File: src/hdl/ffba_pkg.sv
// Shared types and constants of the first-fit block allocator.
package ffba_pkg;

  localparam int WORD_W  = 16;
  localparam int WORD_LG = 4;
  localparam int FLD_W   = 11;
  localparam int IDX_W   = 12;
  localparam int STAT_W  = 2;

  localparam logic [STAT_W-1:0] ST_ALLOC_OK   = 2'd0;
  localparam logic [STAT_W-1:0] ST_ALLOC_FAIL = 2'd1;
  localparam logic [STAT_W-1:0] ST_FREED      = 2'd2;
  localparam logic [STAT_W-1:0] ST_FREE_BAD   = 2'd3;

  localparam logic OP_ALLOC = 1'b0;
  localparam logic OP_FREE  = 1'b1;

  typedef struct packed {
    logic [WORD_W-1:0] data;
    logic [IDX_W-1:0]  base;
    logic [IDX_W-1:0]  run_in;
    logic [IDX_W-1:0]  len;
    logic [IDX_W-1:0]  size;
    logic [IDX_W-1:0]  lo;
    logic [IDX_W-1:0]  hi;
  } word_eval_in_t;

  typedef struct packed {
    logic              hit;
    logic [IDX_W-1:0]  start;
    logic [IDX_W-1:0]  run_out;
    logic [WORD_W-1:0] mask;
  } word_eval_out_t;

endpackage

File: src/hdl/ffba_ifs.sv
// Request and result channel interfaces of the first-fit block allocator.
interface ffba_req_if;
  logic                        valid;
  logic                        ready;
  logic                        operation;
  logic [ffba_pkg::FLD_W-1:0]  req_length;
  logic [ffba_pkg::FLD_W-1:0]  free_start;
  logic [ffba_pkg::FLD_W-1:0]  free_length;

  modport source (output valid, output operation, output req_length,
                  output free_start, output free_length, input ready);
  modport sink (input valid, input operation, input req_length,
                input free_start, input free_length, output ready);
endinterface

interface ffba_res_if;
  logic                        valid;
  logic                        ready;
  logic [ffba_pkg::STAT_W-1:0] status;
  logic [ffba_pkg::FLD_W-1:0]  position;
  logic [ffba_pkg::FLD_W-1:0]  count;

  modport source (output valid, output status, output position, output count,
                  input ready);
  modport sink (input valid, input status, input position, input count,
                output ready);
endinterface

File: src/hdl/first_fit_block_allocator.sv
// Top level of the first-fit block allocator: request sequencer around the bitmap.
//
//   channel   direction  beat contents
//   in_req    in         operation, req_length, free_start, free_length
//   out_res   out        status, position, count
//   cfg_*     in         pool_size write, no read-back
//
// After reset a clearing pass zeroes the bitmap, one 16-block word per cycle;
// no request is taken until it finishes. Allocate: one word per cycle is
// scanned, then the hit range is marked one word per cycle. Free: the range is
// checked and then cleared, one word per cycle each. One request is in work at
// a time; a held result does not block the next request until that request's
// own result is ready.
module first_fit_block_allocator #(
  parameter int NUM_BLOCKS = 1024
) (
  input  logic                       clk,
  input  logic                       rst_n,
  input  logic                       cfg_wr_en,
  input  logic [ffba_pkg::FLD_W-1:0] cfg_wr_data,
  ffba_req_if.sink                   in_req,
  ffba_res_if.source                 out_res
);

  localparam int DEPTH = (NUM_BLOCKS + ffba_pkg::WORD_W - 1) / ffba_pkg::WORD_W;
  localparam int AW    = (DEPTH > 1) ? $clog2(DEPTH) : 1;
  localparam int CAP   = (NUM_BLOCKS > 2047) ? 2047 : NUM_BLOCKS;
  localparam logic [ffba_pkg::IDX_W-1:0] CAP_IDX  = ffba_pkg::IDX_W'(CAP);
  localparam logic [ffba_pkg::IDX_W-1:0] WORD_MSK = ~ffba_pkg::IDX_W'(ffba_pkg::WORD_W - 1);
  localparam logic [AW-1:0] LAST_ADDR = AW'(DEPTH - 1);

  localparam logic [2:0] S_CLEAR   = 3'd0;
  localparam logic [2:0] S_IDLE    = 3'd1;
  localparam logic [2:0] S_SCAN    = 3'd2;
  localparam logic [2:0] S_MARK    = 3'd3;
  localparam logic [2:0] S_CHECK   = 3'd4;
  localparam logic [2:0] S_RELEASE = 3'd5;
  localparam logic [2:0] S_DONE    = 3'd6;

  logic [2:0]                  state_r, state_nxt;
  logic [AW-1:0]               clr_addr_r, clr_addr_nxt;
  logic [ffba_pkg::FLD_W-1:0]  pool_r, pool_nxt;
  logic                        rd_vld_r, rd_vld_nxt;
  logic                        out_valid_r, out_valid_nxt;

  logic [ffba_pkg::IDX_W-1:0]  len_r, len_nxt;
  logic [ffba_pkg::IDX_W-1:0]  lo_r, lo_nxt;
  logic [ffba_pkg::IDX_W-1:0]  hi_r, hi_nxt;
  logic [ffba_pkg::IDX_W-1:0]  issue_base_r, issue_base_nxt;
  logic [ffba_pkg::IDX_W-1:0]  last_base_r, last_base_nxt;
  logic [ffba_pkg::IDX_W-1:0]  rd_base_r, rd_base_nxt;
  logic [ffba_pkg::IDX_W-1:0]  run_r, run_nxt;
  logic [ffba_pkg::STAT_W-1:0] res_status_r, res_status_nxt;
  logic [ffba_pkg::FLD_W-1:0]  res_pos_r, res_pos_nxt;
  logic [ffba_pkg::FLD_W-1:0]  res_cnt_r, res_cnt_nxt;
  logic [ffba_pkg::STAT_W-1:0] out_status_r, out_status_nxt;
  logic [ffba_pkg::FLD_W-1:0]  out_pos_r, out_pos_nxt;
  logic [ffba_pkg::FLD_W-1:0]  out_cnt_r, out_cnt_nxt;

  logic [ffba_pkg::IDX_W-1:0]  size;
  logic                        mem_wr_en;
  logic [AW-1:0]               mem_wr_addr;
  logic [ffba_pkg::WORD_W-1:0] mem_wr_data;
  logic                        mem_rd_en;
  logic [ffba_pkg::WORD_W-1:0] mem_rd_data;

  ffba_pkg::word_eval_in_t     ev_in;
  ffba_pkg::word_eval_out_t    ev_out;

  ffba_bitmap_ram #(
    .DEPTH (DEPTH),
    .AW    (AW)
  ) u_ram (
    .clk     (clk),
    .wr_en   (mem_wr_en),
    .wr_addr (mem_wr_addr),
    .wr_data (mem_wr_data),
    .rd_en   (mem_rd_en),
    .rd_addr (AW'(issue_base_r >> ffba_pkg::WORD_LG)),
    .rd_data (mem_rd_data)
  );

  ffba_word_eval u_eval (
    .ev_in  (ev_in),
    .ev_out (ev_out)
  );

  assign size = ({1'b0, pool_r} > CAP_IDX) ? CAP_IDX : {1'b0, pool_r};

  always_comb begin
    ev_in.data   = mem_rd_data;
    ev_in.base   = rd_base_r;
    ev_in.run_in = run_r;
    ev_in.len    = len_r;
    ev_in.size   = size;
    ev_in.lo     = lo_r;
    ev_in.hi     = hi_r;
  end

  assign in_req.ready     = (state_r == S_IDLE);
  assign out_res.valid    = out_valid_r;
  assign out_res.status   = out_status_r;
  assign out_res.position = out_pos_r;
  assign out_res.count    = out_cnt_r;

  always_comb begin
    logic                       stay;
    logic [ffba_pkg::IDX_W-1:0] fend;
    logic [ffba_pkg::IDX_W-1:0] alen;
    logic [ffba_pkg::IDX_W-1:0] flen;
    logic [ffba_pkg::IDX_W-1:0] fstart;
    state_nxt      = state_r;
    clr_addr_nxt   = clr_addr_r;
    pool_nxt       = pool_r;
    rd_vld_nxt     = 1'b0;
    out_valid_nxt  = out_valid_r && !out_res.ready;
    len_nxt        = len_r;
    lo_nxt         = lo_r;
    hi_nxt         = hi_r;
    issue_base_nxt = issue_base_r;
    last_base_nxt  = last_base_r;
    rd_base_nxt    = rd_base_r;
    run_nxt        = run_r;
    res_status_nxt = res_status_r;
    res_pos_nxt    = res_pos_r;
    res_cnt_nxt    = res_cnt_r;
    out_status_nxt = out_status_r;
    out_pos_nxt    = out_pos_r;
    out_cnt_nxt    = out_cnt_r;
    mem_wr_en      = 1'b0;
    mem_wr_addr    = AW'(rd_base_r >> ffba_pkg::WORD_LG);
    mem_wr_data    = '0;
    mem_rd_en      = 1'b0;
    stay           = 1'b0;
    alen           = {1'b0, in_req.req_length};
    flen           = {1'b0, in_req.free_length};
    fstart         = {1'b0, in_req.free_start};
    fend           = fstart + flen;

    if (cfg_wr_en) begin
      pool_nxt = cfg_wr_data;
    end

    case (state_r)
      S_CLEAR: begin
        mem_wr_en    = 1'b1;
        mem_wr_addr  = clr_addr_r;
        clr_addr_nxt = clr_addr_r + AW'(1);
        if (clr_addr_r == LAST_ADDR) begin
          state_nxt = S_IDLE;
        end
      end
      S_IDLE: begin
        if (in_req.valid) begin
          res_pos_nxt = '0;
          res_cnt_nxt = '0;
          state_nxt   = S_DONE;
          if (in_req.operation == ffba_pkg::OP_ALLOC) begin
            len_nxt = alen;
            if (alen == '0) begin
              res_status_nxt = ffba_pkg::ST_ALLOC_OK;
            end else if ((size == '0) || (alen > size)) begin
              res_status_nxt = ffba_pkg::ST_ALLOC_FAIL;
            end else begin
              issue_base_nxt = '0;
              last_base_nxt  = (size - 12'd1) & WORD_MSK;
              run_nxt        = '0;
              state_nxt      = S_SCAN;
            end
          end else begin
            if (fend > size) begin
              res_status_nxt = ffba_pkg::ST_FREE_BAD;
            end else if (flen == '0) begin
              res_status_nxt = ffba_pkg::ST_FREED;
              res_pos_nxt    = in_req.free_start;
            end else begin
              lo_nxt         = fstart;
              hi_nxt         = fend - 12'd1;
              issue_base_nxt = fstart & WORD_MSK;
              last_base_nxt  = (fend - 12'd1) & WORD_MSK;
              res_pos_nxt    = in_req.free_start;
              res_cnt_nxt    = in_req.free_length;
              state_nxt      = S_CHECK;
            end
          end
        end
      end
      S_SCAN: begin
        stay = 1'b1;
        if (rd_vld_r) begin
          run_nxt = ev_out.run_out;
          if (ev_out.hit) begin
            stay           = 1'b0;
            lo_nxt         = ev_out.start;
            hi_nxt         = ev_out.start + len_r - 12'd1;
            issue_base_nxt = ev_out.start & WORD_MSK;
            last_base_nxt  = (ev_out.start + len_r - 12'd1) & WORD_MSK;
            res_status_nxt = ffba_pkg::ST_ALLOC_OK;
            res_pos_nxt    = ev_out.start[ffba_pkg::FLD_W-1:0];
            res_cnt_nxt    = '0;
            state_nxt      = S_MARK;
          end else if (rd_base_r == last_base_r) begin
            stay           = 1'b0;
            res_status_nxt = ffba_pkg::ST_ALLOC_FAIL;
            res_pos_nxt    = '0;
            res_cnt_nxt    = '0;
            state_nxt      = S_DONE;
          end
        end
      end
      S_CHECK: begin
        stay = 1'b1;
        if (rd_vld_r) begin
          if ((ev_out.mask & ~mem_rd_data) != '0) begin
            stay           = 1'b0;
            res_status_nxt = ffba_pkg::ST_FREE_BAD;
            res_pos_nxt    = '0;
            res_cnt_nxt    = '0;
            state_nxt      = S_DONE;
          end else if (rd_base_r == last_base_r) begin
            // Every block is in use: go back over the range and clear it.
            stay           = 1'b0;
            issue_base_nxt = lo_r & WORD_MSK;
            res_status_nxt = ffba_pkg::ST_FREED;
            state_nxt      = S_RELEASE;
          end
        end
      end
      S_MARK, S_RELEASE: begin
        stay = 1'b1;
        if (rd_vld_r) begin
          mem_wr_en = 1'b1;
          if (state_r == S_MARK) begin
            mem_wr_data = mem_rd_data | ev_out.mask;
          end else begin
            mem_wr_data = mem_rd_data & ~ev_out.mask;
          end
          if (rd_base_r == last_base_r) begin
            stay      = 1'b0;
            state_nxt = S_DONE;
          end
        end
      end
      S_DONE: begin
        if (!out_valid_r || out_res.ready) begin
          out_valid_nxt  = 1'b1;
          out_status_nxt = res_status_r;
          out_pos_nxt    = res_pos_r;
          out_cnt_nxt    = res_cnt_r;
          state_nxt      = S_IDLE;
        end
      end
      default: begin
        state_nxt = S_IDLE;
      end
    endcase

    // Stream word reads while a scan, check or update pass stays active.
    if (stay && (issue_base_r <= last_base_r)) begin
      mem_rd_en      = 1'b1;
      rd_vld_nxt     = 1'b1;
      rd_base_nxt    = issue_base_r;
      issue_base_nxt = issue_base_r + ffba_pkg::IDX_W'(ffba_pkg::WORD_W);
    end
  end

  always_ff @(posedge clk) begin
    if (!rst_n) begin
      state_r     <= S_CLEAR;
      clr_addr_r  <= '0;
      pool_r      <= 11'd1024;
      rd_vld_r    <= 1'b0;
      out_valid_r <= 1'b0;
    end else begin
      state_r     <= state_nxt;
      clr_addr_r  <= clr_addr_nxt;
      pool_r      <= pool_nxt;
      rd_vld_r    <= rd_vld_nxt;
      out_valid_r <= out_valid_nxt;
    end
  end

  always_ff @(posedge clk) begin
    len_r        <= len_nxt;
    lo_r         <= lo_nxt;
    hi_r         <= hi_nxt;
    issue_base_r <= issue_base_nxt;
    last_base_r  <= last_base_nxt;
    rd_base_r    <= rd_base_nxt;
    run_r        <= run_nxt;
    res_status_r <= res_status_nxt;
    res_pos_r    <= res_pos_nxt;
    res_cnt_r    <= res_cnt_nxt;
    out_status_r <= out_status_nxt;
    out_pos_r    <= out_pos_nxt;
    out_cnt_r    <= out_cnt_nxt;
  end

endmodule

File: src/hdl/ffba_bitmap_ram.sv
// Occupancy bitmap memory: one write port, one registered read port.
module ffba_bitmap_ram #(
  parameter int DEPTH = 64,
  parameter int AW    = 6
) (
  input  logic                        clk,
  input  logic                        wr_en,
  input  logic [AW-1:0]               wr_addr,
  input  logic [ffba_pkg::WORD_W-1:0] wr_data,
  input  logic                        rd_en,
  input  logic [AW-1:0]               rd_addr,
  output logic [ffba_pkg::WORD_W-1:0] rd_data
);

  logic [ffba_pkg::WORD_W-1:0] mem [DEPTH];

  always_ff @(posedge clk) begin
    if (wr_en) begin
      mem[wr_addr] <= wr_data;
    end
  end

  always_ff @(posedge clk) begin
    if (rd_en) begin
      rd_data <= mem[rd_addr];
    end
  end

endmodule

File: src/hdl/ffba_word_eval.sv
// Evaluates one bitmap word: first-fit hit, run carry and range mask.
module ffba_word_eval (
  input  ffba_pkg::word_eval_in_t  ev_in,
  output ffba_pkg::word_eval_out_t ev_out
);

  always_comb begin
    logic [ffba_pkg::IDX_W-1:0]   idx;
    logic [ffba_pkg::IDX_W-1:0]   run_b;
    logic [ffba_pkg::WORD_LG-1:0] last;
    logic                         seen;
    ev_out = '0;
    // Walk from the top bit down so the lowest hitting bit wins.
    for (int b = ffba_pkg::WORD_W - 1; b >= 0; b--) begin
      idx  = ev_in.base + ffba_pkg::IDX_W'(b);
      seen = 1'b0;
      last = '0;
      for (int k = 0; k <= b; k++) begin
        if (ev_in.data[k]) begin
          seen = 1'b1;
          last = ffba_pkg::WORD_LG'(k);
        end
      end
      if (seen) begin
        run_b = ffba_pkg::IDX_W'(b) - ffba_pkg::IDX_W'(last);
      end else begin
        run_b = ev_in.run_in + ffba_pkg::IDX_W'(b + 1);
      end
      if (!ev_in.data[b] && (idx < ev_in.size) && (run_b >= ev_in.len)) begin
        ev_out.hit   = 1'b1;
        ev_out.start = idx + 12'd1 - ev_in.len;
      end
      ev_out.mask[b] = (idx >= ev_in.lo) && (idx <= ev_in.hi);
    end

    seen = 1'b0;
    last = '0;
    for (int k = 0; k < ffba_pkg::WORD_W; k++) begin
      if (ev_in.data[k]) begin
        seen = 1'b1;
        last = ffba_pkg::WORD_LG'(k);
      end
    end
    if (seen) begin
      ev_out.run_out = ffba_pkg::IDX_W'(ffba_pkg::WORD_W - 1) - ffba_pkg::IDX_W'(last);
    end else begin
      ev_out.run_out = ev_in.run_in + ffba_pkg::IDX_W'(ffba_pkg::WORD_W);
    end
  end

endmodule
File: src/flat_wrapper.sv
// flat-port wrapper written by rule: the top's interface ports become plain ports
module first_fit_block_allocator_flat 
#(
  parameter int NUM_BLOCKS = 1024
)
  (clk, rst_n, cfg_wr_en, cfg_wr_data, in_req_valid, in_req_operation, in_req_req_length, in_req_free_start, in_req_free_length, in_req_ready, out_res_valid, out_res_status, out_res_position, out_res_count, out_res_ready);
  ffba_req_if in_req_i ();
  ffba_res_if out_res_i ();
  input  logic clk;
  input  logic rst_n;
  input  logic cfg_wr_en;
  input  logic [ffba_pkg::FLD_W-1:0] cfg_wr_data;
  input wire logic [$bits(in_req_i.valid)-1:0] in_req_valid;
  input wire logic [$bits(in_req_i.operation)-1:0] in_req_operation;
  input wire logic [$bits(in_req_i.req_length)-1:0] in_req_req_length;
  input wire logic [$bits(in_req_i.free_start)-1:0] in_req_free_start;
  input wire logic [$bits(in_req_i.free_length)-1:0] in_req_free_length;
  output wire logic [$bits(in_req_i.ready)-1:0] in_req_ready;
  output wire logic [$bits(out_res_i.valid)-1:0] out_res_valid;
  output wire logic [$bits(out_res_i.status)-1:0] out_res_status;
  output wire logic [$bits(out_res_i.position)-1:0] out_res_position;
  output wire logic [$bits(out_res_i.count)-1:0] out_res_count;
  input wire logic [$bits(out_res_i.ready)-1:0] out_res_ready;
  assign in_req_i.valid = in_req_valid;
  assign in_req_i.operation = in_req_operation;
  assign in_req_i.req_length = in_req_req_length;
  assign in_req_i.free_start = in_req_free_start;
  assign in_req_i.free_length = in_req_free_length;
  assign in_req_ready = in_req_i.ready;
  assign out_res_valid = out_res_i.valid;
  assign out_res_status = out_res_i.status;
  assign out_res_position = out_res_i.position;
  assign out_res_count = out_res_i.count;
  assign out_res_i.ready = out_res_ready;
  first_fit_block_allocator #(.NUM_BLOCKS(NUM_BLOCKS)) u_core (.clk(clk), .rst_n(rst_n), .cfg_wr_en(cfg_wr_en), .cfg_wr_data(cfg_wr_data), .in_req(in_req_i), .out_res(out_res_i));
endmodule
File: config.mk
export PLATFORM = sky130hd
export DESIGN_NAME = first_fit_block_allocator_flat
export DESIGN_NICKNAME = d
export VERILOG_FILES = /design/src/hdl/ffba_pkg.sv /design/src/hdl/ffba_ifs.sv /design/src/hdl/first_fit_block_allocator.sv /design/src/hdl/ffba_bitmap_ram.sv /design/src/hdl/ffba_word_eval.sv /design/src/flat_wrapper.sv
export SDC_FILE = /design/constraint.sdc
export NUM_CORES = 2
export LEC_CHECK = 0
export ABC_CLOCK_PERIOD_IN_PS = 8189
export BUFFER_PORTS_ARGS = -buffer_cell sky130_fd_sc_hd__buf_2
export CAP_MARGIN = 0
export CORE_ASPECT_RATIO = 1.2
export CORE_UTILIZATION = 30
export CTS_CLUSTER_SIZE = 14
export DETAILED_ROUTE_END_ITERATION = 7
export GPL_TIMING_DRIVEN = 0
export PLACE_DENSITY_LB_ADDON = 0.25
export SYNTH_ARGS = -nofsm -noshare
export SYNTH_HDL_FRONTEND = slang
export SYNTH_HIERARCHICAL = 1
export SYNTH_SLANG_ARGS = --single-unit
File: constraint.sdc
create_clock -name clk -period 8.19 [get_ports clk]
set_clock_uncertainty 0.05 [all_clocks]
set_input_delay 0.4095 -clock clk [delete_from_list [all_inputs] [get_ports clk]]
set_output_delay 0.4095 -clock clk [all_outputs]
set_load 0.01 [all_outputs]
After elaboration in Yosys (flattened, before gate mapping)
Memory sizes are Yosys's and may differ from the RTL's. A register that Yosys moved wholly into a read port is not among the register bits.
Cells that the tools add are included.
{"block": "classes", "n_reduce_logical": 88, "eq_ne": 40, "addsub": 84, "shift": 0, "bitwise": 6, "div": 0, "mul": 0, "magnitude_cmp": 68, "n_mux": 167}
{"cell": "two-way mux 12 bit", "n": 51}
{"cell": "two-way mux 13 bit", "n": 16}
{"cell": "adder 12 x 1 -> 12 bit, second input constant", "n": 17}
{"cell": "less-or-equal comparator 12 bit", "n": 17}
{"cell": "adder 12 x 4 -> 12 bit, second input constant", "n": 16}
{"cell": ">= comparator 12 x 11 -> 1 bit", "n": 16}
{"cell": ">= comparator 12 bit", "n": 16}
{"cell": "less-than comparator 12 bit", "n": 16}
{"cell": "subtractor 12 x 11 -> 12 bit", "n": 16}
{"cell": "two-way mux 11 bit", "n": 15}
{"cell": "adder 12 x 3 -> 12 bit, second input constant", "n": 8}
{"cell": "case mux 12 bit (2 select lines)", "n": 4}
{"cell": "case mux 11 bit (3 select lines)", "n": 2}
{"cell": "two-way mux 4 bit", "n": 14}
{"cell": "logical AND 1 bit", "n": 50}
{"cell": "adder 12 x 2 -> 12 bit, second input constant", "n": 4}
{"cell": "two-way mux 16 bit", "n": 3}
{"cell": "two-way mux 3 bit", "n": 14}
{"cell": "subtractor 4 x 4 -> 5 bit, first input constant", "n": 8}
{"cell": "case mux 12 bit (3 select lines)", "n": 1}
{"cell": "subtractor 12 x 1 -> 12 bit, second input constant", "n": 3}
{"cell": "AND 16 bit", "n": 2}
{"cell": "NOT 16 bit", "n": 2}
{"cell": "two-way mux 1 bit", "n": 29}
{"cell": "46 further kinds", "n": 113}
{"block": "word_totals", "latchBits": 0, "regBits": 153, "word_cells": 472, "ramBits": 1024, "mem_count": 1, "mem_bits_ro": 0, "output_inout_bits": 26}
{"memory": "u_core.u_ram.mem", "depth": 64, "word_bits": 16, "rd": 1, "rd_clocked_by_memory_dff": 1, "write_ports": 1, "line": "ffba_bitmap_ram.sv:15", "rtl": "logic [ffba_pkg::WORD_W-1:0] mem [DEPTH];"}

Longest topological paths before layout
{"block": "logic_depth", "word_depth": 41, "depth_mapped": 35}

Hierarchy
The synthesis kept the hierarchy.
{"module": "ffba_bitmap_ram", "cells_each": 1820, "seq_area_each_um2": 31230.0, "n_inst": 1, "area_per_inst_um2": 40138.5}
{"module": "ffba_word_eval", "cells_each": 3854, "seq_area_each_um2": 0.0, "n_inst": 1, "area_per_inst_um2": 29819.8}
{"module": "first_fit_block_allocator", "cells_each": 880, "seq_area_each_um2": 4013.8, "n_inst": 1, "area_per_inst_um2": 8957.3}

Worst setup path before layout
OpenSTA, ideal clock, no wires.
{"block": "synth_timing", "path_type": "register -> register", "start": "register u_core/u_ram/rd_data[2] (netlist name) (read register of u_core.u_ram.mem)", "end": "register u_core/last_base_r[11] (netlist name), data pin", "path_buffers": 0, "stages_incl_launch_ff": 35, "arrival_time_ps": 6458, "path_slack_ps": 1419, "setup_ps": 263, "required_ps": 7877, "path_cell_list": "edfxtp_1 nor2_1 nor2_1 or2_2 o21ai_0 nand2b_1 nor2_1 nor3_1 or2_2 ha_1 a21oi_1 a21oi_1 ha_1 a211o_1 a21oi_1 o41ai_1 o21a_1 a221oi_1 a21o_1 a2111oi_0 or3b_1 a31oi_1 inv_1 ha_1 inv_1 ha_1 inv_1 fa_1 nor2b_1 o2111ai_1 nand3_1 a41oi_1 xnor2_1 o21ai_0 o21ai_0"}
{"element": "from (decl)", "line": "ffba_bitmap_ram.sv:12", "rtl": "output logic [ffba_pkg::WORD_W-1:0] rd_data"}
{"element": "to (signal assigned)", "line": "first_fit_block_allocator.sv:288", "rtl": "last_base_r <= last_base_nxt;"}
{"element": "to (decl)", "line": "first_fit_block_allocator.sv:50", "rtl": "logic [ffba_pkg::IDX_W-1:0] last_base_r, last_base_nxt;"}

==> impl_metrics.xml <==
<?xml version="1.0" encoding="UTF-8"?>
<metrics>
  <group name="cells_and_area">
    <metric name="final_layout_size_suffix_gt1_share" unit="%">14.6</metric>
    <metric name="seqCellArea" unit="mm²">0.0352</metric>
    <metric name="commonest_non_fill_non_tap_cell_in_the_layout" unit="">sky130_fd_sc_hd__edfxtp_1</metric>
    <metric name="nets" unit="">8085</metric>
    <metric name="area_growth_syn_to_layout" unit="%">16.1</metric>
    <metric name="filler_cell_count" unit="">25475</metric>
    <metric name="most_frequent_cells_in_the_layout" unit="">sky130_fd_sc_hd__edfxtp_1, sky130_fd_sc_hd__ha_1, sky130_fd_sc_hd__nor2_1, sky130_fd_sc_hd__a21oi_1, sky130_fd_sc_hd__nand2_1</metric>
    <metric name="area_of_combinational_cells_with_multiple_inputs" unit="mm²">0.0425</metric>
    <metric name="finish.cell_count_without_fillers" unit="">10495</metric>
  </group>
  <group name="synthesis">
    <metric name="synth_area" unit="mm²">0.0789</metric>
    <metric name="post_synth_num_cell_types" unit="">109</metric>
    <metric name="synth-async-reset-ratio" unit="%">0</metric>
    <metric name="synth-main-ff-cell" unit="">sky130_fd_sc_hd__edfxtp_1</metric>
    <metric name="postSynthCellCount" unit="">6554</metric>
    <metric name="avgSynthCellArea" unit="µm²">12.0</metric>
    <metric name="total_of_flip_flops_plus_latches_after_synthesis" unit="">1181</metric>
    <metric name="yosys_warnings" unit="">6</metric>
    <metric name="synth.yosys.seq_area_share" unit="%">44.7</metric>
    <metric name="yosys.area.top_type" unit="">sky130_fd_sc_hd__edfxtp_1</metric>
    <metric name="synth.top_cell.area_share" unit="%">44.1</metric>
    <metric name="synth_edf_count" unit="">1159</metric>
    <metric name="synth.top_cells.by_area" unit="">sky130_fd_sc_hd__edfxtp_1, sky130_fd_sc_hd__ha_1, sky130_fd_sc_hd__mux4_2</metric>
  </group>
  <group name="detailed_routing">
    <metric name="antenna_violating_nets_post_route" unit="">0</metric>
    <metric name="avgViaCountPerCell" unit="">5.61</metric>
    <metric name="drt_iter0_drc" unit="">5461</metric>
    <metric name="via_count" unit="">58869</metric>
    <metric name="routed_wirelength" unit="mm">314</metric>
    <metric name="drt_pre_antenna_iters" unit="">7</metric>
    <metric name="drc" unit="">0</metric>
    <metric name="routed_wire_length_per_instance" unit="µm">29.9</metric>
  </group>
  <group name="timing">
    <metric name="shortest_clock_period_the_worst_path_allows_after_layout" unit="ns">8.08</metric>
    <metric name="slew_violations" unit="">0</metric>
    <metric name="timing.slew.headroom" unit="%">4.31</metric>
    <metric name="ratio_of_final_minimum_period_to_clock_period" unit="%">98.7</metric>
    <metric name="setup-tns-final" unit="ns">0</metric>
    <metric name="setup-violations-final" unit="">0</metric>
    <metric name="fmax" unit="MHz">124</metric>
    <metric name="hold_violations" unit="">0</metric>
    <metric name="slew_of_the_pin_with_the_lowest_slew_margin" unit="ns">1.43</metric>
  </group>
  <group name="critical_path">
    <metric name="critical_path_source_type" unit="">flop</metric>
    <metric name="crit_path_max_incr_delay" unit="ns">0.83</metric>
    <metric name="critical_path_arrival" unit="ns">8.56</metric>
    <metric name="worst_path_dominant_cell_family" unit="">buffers and inverters</metric>
    <metric name="path_buf_inv" unit="">6</metric>
    <metric name="crit_required" unit="ns">8.66</metric>
    <metric name="crit_fanout" unit="">10</metric>
    <metric name="reg2reg_setup_slack" unit="ns">0.11</metric>
    <metric name="critPathCaptureType" unit="">flop</metric>
    <metric name="crit_type" unit="">flop to flop</metric>
    <metric name="cp_slowest_cell" unit="">sky130_fd_sc_hd__buf_1</metric>
  </group>
  <group name="flow_run">
    <metric name="drv_cap" unit="">0</metric>
  </group>
  <group name="floorplanning">
    <metric name="floorplan.initialDensity" unit="%">30.3</metric>
    <metric name="placementRows" unit="">205</metric>
    <metric name="die_width" unit="µm">470</metric>
    <metric name="core" unit="mm²">0.261</metric>
    <metric name="ios" unit="">76</metric>
    <metric name="fp.dieArea" unit="mm²">0.265</metric>
    <metric name="die_h" unit="µm">564</metric>
  </group>
  <group name="cts">
    <metric name="worst_setup_hold_path_clk_slew" unit="ns">0.06</metric>
    <metric name="clkSinkCount" unit="">1181</metric>
    <metric name="clock_path_buffers" unit="">3</metric>
    <metric name="cts-htree-levels" unit="">4</metric>
    <metric name="cts_inserted_buffers" unit="">134</metric>
    <metric name="clock_insertion_delay_at_the_later_pin_of_the_skew_report" unit="ns">0.80</metric>
    <metric name="cts.root.buffer_cell" unit="">sky130_fd_sc_hd__clkbuf_16</metric>
    <metric name="cts_tree" unit="">done</metric>
  </group>
  <group name="power">
    <metric name="switching_share" unit="%">33.8</metric>
    <metric name="power_frac_clock" unit="%">32.4</metric>
    <metric name="ir_worst_vdd" unit="mV">0.185</metric>
    <metric name="p_int" unit="mW">12.0</metric>
    <metric name="share_seq_of_total_power" unit="%">38.8</metric>
    <metric name="power.switching" unit="mW">6.14</metric>
    <metric name="powerDensity" unit="mW/mm²">199</metric>
    <metric name="logic_gate_share_of_total_power" unit="%">28.8</metric>
    <metric name="static-leakage-power" unit="nW">33.6</metric>
  </group>
  <group name="grt">
    <metric name="grt_pass1_wl" unit="mm">438</metric>
    <metric name="maximum_number_of_pins_on_one_net_before_global_route_repair" unit="">47</metric>
    <metric name="antenna_found_initial" unit="">6</metric>
    <metric name="global_route.overflow_total" unit="">0</metric>
    <metric name="vias_in_the_first_global_route" unit="">58199</metric>
    <metric name="all_layer_gr_usage" unit="%">23.1</metric>
  </group>
  <group name="placed_design">
    <metric name="place_congestion" unit="">1.05</metric>
    <metric name="dp.final_hpwl" unit="mm">239</metric>
    <metric name="port-buffer-count" unit="">75</metric>
    <metric name="post-place-cells" unit="">10179</metric>
  </group>
  <group name="hold_path">
    <metric name="hp-class" unit="">input pin to flop</metric>
  </group>
  <group name="outcome">
    <metric name="outcome" unit="">finished clean</metric>
  </group>
</metrics>
-- tightest hold or removal path, cell delays in order --
cell and delay, ns:
sky130_fd_sc_hd__buf_2 0.22, sky130_fd_sc_hd__nand2_1 0.08, sky130_fd_sc_hd__o21ai_0 0.07
-- cells by family (layout without fill, tap and decap cells) --
group / count (synthesis) / count (layout) / share of synthesized area (%)
xor+xnor: 455 / 455 / 5.07
simple gates: 1527 / 1527 / 9.43
compound gates: 1461 / 1461 / 12.7
fa+ha+maj: 1054 / 1054 / 16.9
mux: 388 / 388 / 8.50
flops: 1181 / 1181 / 44.7
other cells: 1 / 37 / 0.00475
buf+inv: 487 / 977 / 2.78
-- path summary, 6_finish.rpt --
| path | startpoint | end | cells after the start |
|---|---|---|---|
| max reg2reg | u_core/rd_base_r[10]$_DFFE_PP_ | u_core/last_base_r[11]$_DFFE_PP_ | 25 |
| max | u_core/rd_base_r[10]$_DFFE_PP_ | u_core/last_base_r[11]$_DFFE_PP_ | 25 |
| min | in_req_free_start[7] | u_core/lo_r[7]$_DFFE_PP_ | 3 |
| min reg2reg | u_core/res_cnt_r[7]$_SDFFCE_PP0P_ | u_core/out_res.count[7]$_DFFE_PP_ | 0 |
-- routing by layer --
metal / part of all wire (%) / track usage [%] / vias to the layer above / wire length [µm]
li1: - / - / 26227 / -
met1: 40 / 28.2 / 29757 / 126000
met2: 48 / 38.8 / 2260 / 149000
met3: 5.8 / 3.41 / 619 / 18100
met4: 6.5 / 13.3 / 6 / 20300
met5: 0.013 / 0 / - / 40
-- timing repair --
| action | 4_1_cts | 5_1_grt |
|---|---|---|
| setup buffers | 22 | 26 |
| pin swaps | 5 | 10 |
| setup endpoints to repair | 74 | 30 |
| hold endpoints to repair | 41 | 0 |
| gates resized for setup | 59 | 102 |
| hold buffers | 40 | 0 |
| cloned | 0 | 0 |
-- through the flow --
step           setup slack, ns  cell area [µm²]  util (%)  power (mW)  hold WS [ns]
6_report                 0.105            91600      35.1        18.2        0.0439
5_1_grt                -0.0204            91600      35.1        18.9        0.0447
4_1_cts                -0.0185            91100      34.9        18.2       0.00588
3_3_place_gp             -2.37            83700      32.1        12.0         0.354
3_5_place_dp             -1.64            85800      32.9        12.2         0.355
2_1_floorplan             1.42            79000         -        10.2         0.350
-- area by class of cell --
class | instances | share of cell area (%)
multi-input cells | 4921 | 46.4
flip-flops and latches | 1181 | 38.5
well taps | 3415 | 4.66
clock buffers | 156 | 3.75
repair buffers | 263 | 3.28
plain buffers | 251 | 1.51
clock inverters | 78 | 1.01
inverters | 229 | 0.959
diodes | 1 | 0.00273
-- power by group through the flow --
stage / combinational, mW / sequential, mW / clock, mW
final: 5.23 / 7.06 / 5.90
after global routing: 5.53 / 7.08 / 6.26
after CTS: 5.08 / 7.06 / 6.04
after detailed placement: 5.02 / 7.18 / 0
after global placement: 4.79 / 7.19 / 0
after floorplan: 3.03 / 7.14 / 0
-- synth_stat cells, drive strengths merged (111+ instances only) --
cell,number
edfxtp,1159
ha,1035
nor2,466
a21oi,381
nand2,333
xnor2,271
inv,228
mux4,223
a21o,222
o21ai,213
xor2,184
clkbuf,149
mux2i,142
nand3,135
nor2b,116
nor3,111
-- flip-flops by register name (all words and copies together) (netlist names), 11 cells and up --
| name | flops |
|---|---|
| u_core/hi_r | 12 |
| u_core/len_r | 11 |
| u_core/lo_r | 12 |
| u_core/out_res.count | 11 |
| u_core/out_res.position | 11 |
| u_core/pool_r | 11 |
| u_core/res_cnt_r | 11 |
| u_core/res_pos_r | 11 |
| u_core/run_r | 12 |
| u_core/u_ram/mem | 1024 |
| u_core/u_ram/rd_data | 16 |
Note: power is estimated with default switching activity, not from simulation.
